===== src/rtl/adf_pkg.sv =====
`timescale 1ns / 1ps

package adf_pkg;

    localparam int SAMPLE_W   = 16;
    localparam int CODE_W     = 10;
    localparam int LEVEL_W    = 11;
    localparam int PERIOD_W   = 32;
    localparam int OP_W       = 2;
    localparam int CFG_IDX_W  = 1;
    localparam int CFG_DATA_W = 32;

    // result queue behind the memory read stage
    localparam int Q_DEPTH = 3;
    localparam int QCNT_W  = 2;
    localparam int QPTR_W  = 2;

    localparam logic [OP_W-1:0] OP_PUSH  = 2'd0;
    localparam logic [OP_W-1:0] OP_TICK  = 2'd1;
    localparam logic [OP_W-1:0] OP_DRAIN = 2'd2;

    localparam logic [CFG_IDX_W-1:0] CFG_DOWNMIX = 1'b0;
    localparam logic [CFG_IDX_W-1:0] CFG_PERIOD  = 1'b1;

    // offset-binary midscale, also the underrun code
    localparam logic [CODE_W-1:0] CODE_MID = 10'h200;

    typedef struct packed {
        logic                dac_valid;
        logic [CODE_W-1:0]   dac_code;
        logic                underrun;
        logic                push_accepted;
        logic [LEVEL_W-1:0]  fifo_level;
        logic                running;
    } res_t;

    // (l + r) / 2, truncated toward zero
    function automatic logic signed [SAMPLE_W-1:0] downmix_avg(
        input logic signed [SAMPLE_W-1:0] l,
        input logic signed [SAMPLE_W-1:0] r
    );
        logic signed [SAMPLE_W:0] sum;
        logic signed [SAMPLE_W:0] adj;
        sum = (SAMPLE_W+1)'(l) + (SAMPLE_W+1)'(r);
        adj = sum + {{SAMPLE_W{1'b0}}, sum[SAMPLE_W]};
        return adj[SAMPLE_W:1];
    endfunction

    // s / 64 truncated toward zero, then offset by midscale
    function automatic logic [CODE_W-1:0] dac_convert(
        input logic signed [SAMPLE_W-1:0] s
    );
        logic signed [SAMPLE_W-1:0] adj;
        logic [CODE_W-1:0]          quo;
        adj = s + (s[SAMPLE_W-1] ? 16'sd63 : 16'sd0);
        quo = adj[SAMPLE_W-1:6];
        return {~quo[CODE_W-1], quo[CODE_W-2:0]};
    endfunction

endpackage


===== src/rtl/adf_if.sv =====


interface adf_result_if;
    logic                              valid;
    logic                              ready;
    logic                              dac_valid;
    logic [adf_pkg::CODE_W-1:0]        dac_code;
    logic                              underrun;
    logic                              push_accepted;
    logic [adf_pkg::LEVEL_W-1:0]       fifo_level;
    logic                              running;

    modport source (output valid, dac_valid, dac_code, underrun, push_accepted,
                    fifo_level, running, input ready);
    modport sink (input valid, dac_valid, dac_code, underrun, push_accepted,
                  fifo_level, running, output ready);
endinterface



===== src/rtl/adf_res_queue.sv =====
`timescale 1ns / 1ps

module adf_res_queue (
    input  logic                         clk,
    input  logic                         rst_n,
    input  logic                         push_valid,
    input  adf_pkg::res_t                push_data,
    output logic [adf_pkg::QCNT_W-1:0]   count,
    adf_result_if.source                 out
);

    localparam logic [adf_pkg::QPTR_W-1:0] PTR_LAST = adf_pkg::QPTR_W'(adf_pkg::Q_DEPTH - 1);

    adf_pkg::res_t                    slot_reg [adf_pkg::Q_DEPTH];
    logic [adf_pkg::QPTR_W-1:0]       head_reg, head_next;
    logic [adf_pkg::QPTR_W-1:0]       tail_reg, tail_next;
    logic [adf_pkg::QCNT_W-1:0]       count_reg, count_next;
    logic                             pop;
    adf_pkg::res_t                    head_beat;

    assign pop       = out.valid && out.ready;
    assign head_beat = slot_reg[head_reg];
    assign count     = count_reg;

    assign out.valid         = (count_reg != '0);
    assign out.dac_valid     = head_beat.dac_valid;
    assign out.dac_code      = head_beat.dac_code;
    assign out.underrun      = head_beat.underrun;
    assign out.push_accepted = head_beat.push_accepted;
    assign out.fifo_level    = head_beat.fifo_level;
    assign out.running       = head_beat.running;

    always_comb
    begin
        head_next  = head_reg;
        tail_next  = tail_reg;
        count_next = count_reg;
        if (push_valid)
        begin
            tail_next = (tail_reg == PTR_LAST) ? '0 : tail_reg + 1'b1;
        end
        if (pop)
        begin
            head_next = (head_reg == PTR_LAST) ? '0 : head_reg + 1'b1;
        end
        if (push_valid && !pop)
        begin
            count_next = count_reg + 1'b1;
        end
        else if (pop && !push_valid)
        begin
            count_next = count_reg - 1'b1;
        end
    end

    always_ff @(posedge clk or negedge rst_n)
    begin
        if (!rst_n)
        begin
            head_reg  <= '0;
            tail_reg  <= '0;
            count_reg <= '0;
        end
        else
        begin
            head_reg  <= head_next;
            tail_reg  <= tail_next;
            count_reg <= count_next;
        end
    end

    always_ff @(posedge clk)
    begin
        if (push_valid)
        begin
            slot_reg[tail_reg] <= push_data;
        end
    end

    a_no_overflow: assert property (@(posedge clk) disable iff (!rst_n)
        (count_reg == adf_pkg::QCNT_W'(adf_pkg::Q_DEPTH)) |-> (!push_valid || pop))
        else $error("result queue overflow");

    a_part_ptrs: assert property (@(posedge clk) disable iff (!rst_n)
        (count_reg == 2'd1 || count_reg == 2'd2) |-> (head_reg != tail_reg))
        else $error("result queue pointers disagree with count");

    a_edge_ptrs: assert property (@(posedge clk) disable iff (!rst_n)
        (count_reg == 2'd0 || count_reg == 2'd3) |-> (head_reg == tail_reg))
        else $error("result queue pointers disagree with count");

endmodule


===== src/flat_wrapper.sv =====
// flat-port wrapper written by rule: the top's interface ports become plain ports
module adf_res_queue_flat 
  (clk, rst_n, push_valid, push_data, count, out_valid, out_dac_valid, out_dac_code, out_underrun, out_push_accepted, out_fifo_level, out_running, out_ready);
  adf_result_if out_i ();
  input  logic clk;
  input  logic rst_n;
  input  logic push_valid;
  input  adf_pkg::res_t push_data;
  output logic [adf_pkg::QCNT_W-1:0] count;
  output wire logic [$bits(out_i.valid)-1:0] out_valid;
  output wire logic [$bits(out_i.dac_valid)-1:0] out_dac_valid;
  output wire logic [$bits(out_i.dac_code)-1:0] out_dac_code;
  output wire logic [$bits(out_i.underrun)-1:0] out_underrun;
  output wire logic [$bits(out_i.push_accepted)-1:0] out_push_accepted;
  output wire logic [$bits(out_i.fifo_level)-1:0] out_fifo_level;
  output wire logic [$bits(out_i.running)-1:0] out_running;
  input wire logic [$bits(out_i.ready)-1:0] out_ready;
  assign out_valid = out_i.valid;
  assign out_dac_valid = out_i.dac_valid;
  assign out_dac_code = out_i.dac_code;
  assign out_underrun = out_i.underrun;
  assign out_push_accepted = out_i.push_accepted;
  assign out_fifo_level = out_i.fifo_level;
  assign out_running = out_i.running;
  assign out_i.ready = out_ready;
  adf_res_queue u_core (.clk(clk), .rst_n(rst_n), .push_valid(push_valid), .push_data(push_data), .count(count), .out(out_i));
endmodule

===== config.mk =====
export PLATFORM = sky130hd
export DESIGN_NAME = adf_res_queue_flat
export DESIGN_NICKNAME = d
export VERILOG_FILES = /design/src/rtl/adf_pkg.sv /design/src/rtl/adf_if.sv /design/src/rtl/adf_res_queue.sv /design/src/flat_wrapper.sv
export SDC_FILE = /design/constraint.sdc
export NUM_CORES = 1
export LEC_CHECK = 0
export BUFFER_PORTS_ARGS = -buffer_cell sky130_fd_sc_hd__buf_4
export CAP_MARGIN = 20
export CORE_MARGIN = 5
export CORE_UTILIZATION = 53
export DETAILED_ROUTE_END_ITERATION = 7
export GPL_TIMING_DRIVEN = 0
export PLACE_DENSITY_LB_ADDON = 0.15
export SYNTH_ARGS = -nofsm -noshare
export SYNTH_HDL_FRONTEND = slang
export SYNTH_SLANG_ARGS = --single-unit

===== constraint.sdc =====
create_clock -name clk -period 4.3 [get_ports clk]
set_input_delay 0.43 -clock clk [delete_from_list [all_inputs] [get_ports clk]]
set_output_delay 0.43 -clock clk [all_outputs]
set_load 0.05 [all_outputs]

==> impl_metrics.ini <==
[routing]
wl_per_cell_um = 16.4
via_per_inst = 5.10
drc = 0
drt_first_pass_iters = 4
vias = 1702
wl_mm = 5.47
drt_iter0_drc = 86
ant_nets = 0

[run_status]
outcome = finished clean

[cells_and_area]
diodes = 0
area_growth_pct = 24.4
drive_gt1_share_pct = 32.8
n_fill_cell = 409
largest_reg_flops = 75
fin_nets = 287

[sta]
grt_setup_unrepaired = no
hold_viol = 0
fmax_mhz = 472
worstMarginPinSlew_ps = 724
tns_ps = 0
period_needed_ps = 2120
slew_headroom_pct = 51.7
report.final.slew_viol_count = 0
skew_ps = 9.71
setup_violations = 0
finalCritPeriodShare_pct = 49.3
setup_ws_ps = 2180

[power_and_ir_drop]
vdd_drop_max_uv = 531
power_leakage_nw = 1.46
p_comb_share_pct = 49.3
power_frac_seq_pct = 35.8
power_density_mw_per_mm2 = 779
swShare_pct = 43.6
pwr-share-clk_pct = 14.9
p_sw_w = 0.00130
internal-power_w = 0.00168

[global_routing]
first_global_vias = 1796
overflow = 0
grt_pass1_wl_mm = 8.79
grtUsageTotal_pct = 15.9
antenna_found_initial = 0
grt_max_degree = 15

[setup_path]
end_kind = output port
slowest_delay_ps = 360
crit_chain = buf_2, clkbuf_1, o21ai_0, buf_4
start_kind = flip-flop
critPathCapture = out_dac_code[5]
r2r_cells = 3
regToRegSetupSlack_ps = 2560
crit_path_top_delay_cell = dfrtp_1
critPathKind = reg -> out
cp.required_ps = 3870
reg2reg_to = u_core.slot_reg[0][18]$_DFFE_PP_
r2r_start = u_core.tail_reg[1]$_DFFE_PN0P_
arrival_ps = 1690
cp-startpoint = u_core.head_reg[1]$_DFFE_PN0P_
path_max_fanout = 10

[floorplan]
fp.dieW_um = 86.2
ios = 57
num_rows = 27
die_area_sq_mm = 0.00743
die_h_um = 86.2
initial_utilization_pct = 55.2
core_sq_mm = 0.00557

[logic_synthesis]
synth_cell_types = 21
synth_area_leaders = edfxtp_1 (73%), mux2i_1 (8.1%), dfrtp_1 (4.9%)
synth_top_family_by_area = multiplexers
synthXorXnorAreaFrac_pct = 0.854
synth_cells = 184
synthMuxAreaShare_pct = 8.13
synthAdderAreaFrac_pct = 0.407
synth_compound_area_share_pct = 5.37
ys.warnings.count = 0
ys_seq_area_share_pct = 78.0
syn_nets = 214
avgSynthCellArea_sq_um = 16.7
synth_seq_cells = 81
netlist_area_sq_mm = 0.00308
synth_area_leader_cell = edfxtp_1
synth-simple-area-share_pct = 4.51
yosysTopAreaCellShare_pct = 73.2

[clock_network]
cts-resized-gates = 0
cts_max_path_buffers = 2
clk_latency_ps = 340
cts.reportedPaths.clkPinSlew_ps = 80
cts.htree.levels = 3
cts_tree = built
cts-root-buf = clkbuf_8
cts.sinks = 81
numCtsBuffers = 9

[job]
cap_violations = 0

[worst_hold_path]
hold_path.class = in -> reg
hold_path_depth = 1

[place]
dp_hpwl_mm = 3.76
gp_congestion = 0.694
io_buffers = 56
dpl_worst_slack_ps = 2440
==> worst max-delay path: cells and delay by family (launching register included) <==
kind,cells,cell delay (ps)
AO/OA/AOI/OAI,1,330
flip-flops,1,360
buffers and inverters,3,660
==> per-stage QoR <==
step	instance area, sq um	total power (W)	std cells	hold slack (ps)	util (%)
6_report	3830	0.00298	334	283	68.7
5_1_grt	3830	0.00312	334	260	68.7
4_1_cts	3830	0.00301	334	268	68.7
3_5_place_dp	3660	0.00257	317	243	65.7
3_3_place_gp	3590	0.00253	312	241	64.4
2_1_floorplan	3080	0.00211	184	134	-
==> power groups by stage <==
stage / sequential, W / combinational [W] / clock (W)
after floorplan: 0.00111 / 0.00100 / 0
after global placement: 0.00109 / 0.00144 / 0
after detailed placement: 0.00108 / 0.00149 / 0
after CTS: 0.00107 / 0.00149 / 0.000453
after global routing: 0.00108 / 0.00155 / 0.000493
final: 0.00107 / 0.00147 / 0.000444
==> final cells by class <==
type | count | area [sq um] | share of cell area [%]
sequential | 81 | 2400 | 62.7
multi-input combinational | 93 | 606 | 15.8
timing repair buffer | 62 | 494 | 12.9
clock buffer | 11 | 131 | 3.43
tap | 72 | 90.1 | 2.35
buffer | 9 | 78.8 | 2.06
clock inverter | 5 | 22.5 | 0.588
inverter | 1 | 3.75 | 0.0980
==> cells by family (layout without fill, tap and decap cells) <==
logic type | count (synthesis) | count (layout)
adders and majority gates | 1 | 1
and+or+nand+nor | 34 | 34
buffers and inverters | 10 | 88
DFF | 81 | 81
muxes | 25 | 25
xor gates and xnor gates | 3 | 3
AOI/OAI and AO/OA | 30 | 30
==> cells in the final DEF, fill, tap and decap left out, drive strengths merged <==
cell         netlist  routed
ha                 1       1
buf                7      68
clkinv             0       5
dfrtp              6       6
nor2               2       2
xnor2              1       1
nor3               2       2
nand2             27      27
nor3b              1       1
xor2               2       2
or2                1       1
inv                1       1
mux2i             25      25
nand2b             1       1
a21o               3       3
edfxtp            75      75
o21ai             27      27
clkbuf             2      13
dlygate4sd3        0       1
==> synth_stat cells <==
cell type / n
or2_2: 1
o21ai_2: 2
nand2b_1: 1
ha_1: 1
edfxtp_1: 75
xor2_1: 2
nand2_1: 27
clkbuf_1: 2
nor3b_1: 1
nor3_1: 2
o21ai_0: 8
buf_2: 4
buf_12: 2
mux2i_1: 25
nor2_1: 2
inv_1: 1
o21ai_1: 17
dfrtp_1: 6
a21o_1: 3
buf_6: 1
xnor2_1: 1
==> how the worst min path moves through the flow <==
stage                        from                          endpoint
finish              push_data[18]  u_core.slot_reg[1][18]$_DFFE_PP_
global route        push_data[17]  u_core.slot_reg[1][17]$_DFFE_PP_
CTS                  push_data[9]   u_core.slot_reg[2][9]$_DFFE_PP_
detailed placement          rst_n       u_core.count[1]$_DFFE_PN0P_
global placement            rst_n       u_core.count[1]$_DFFE_PN0P_
floorplan                   rst_n       u_core.count[0]$_DFFE_PN0P_
==> layer usage <==
layer  track usage (%)  share of wire (%)
met1              20.1                 43
met2              26.0                 50
met3              3.61                4.3
met4              7.65                2.1
met5                 0                  0
==> what timing repair did <==
action,4_1_cts,5_1_grt
hold buffers,1,0
endpoints found under the hold margin,6,0
buffers inserted,0,0
No activity file was read; power rests on OpenSTA's default activity.
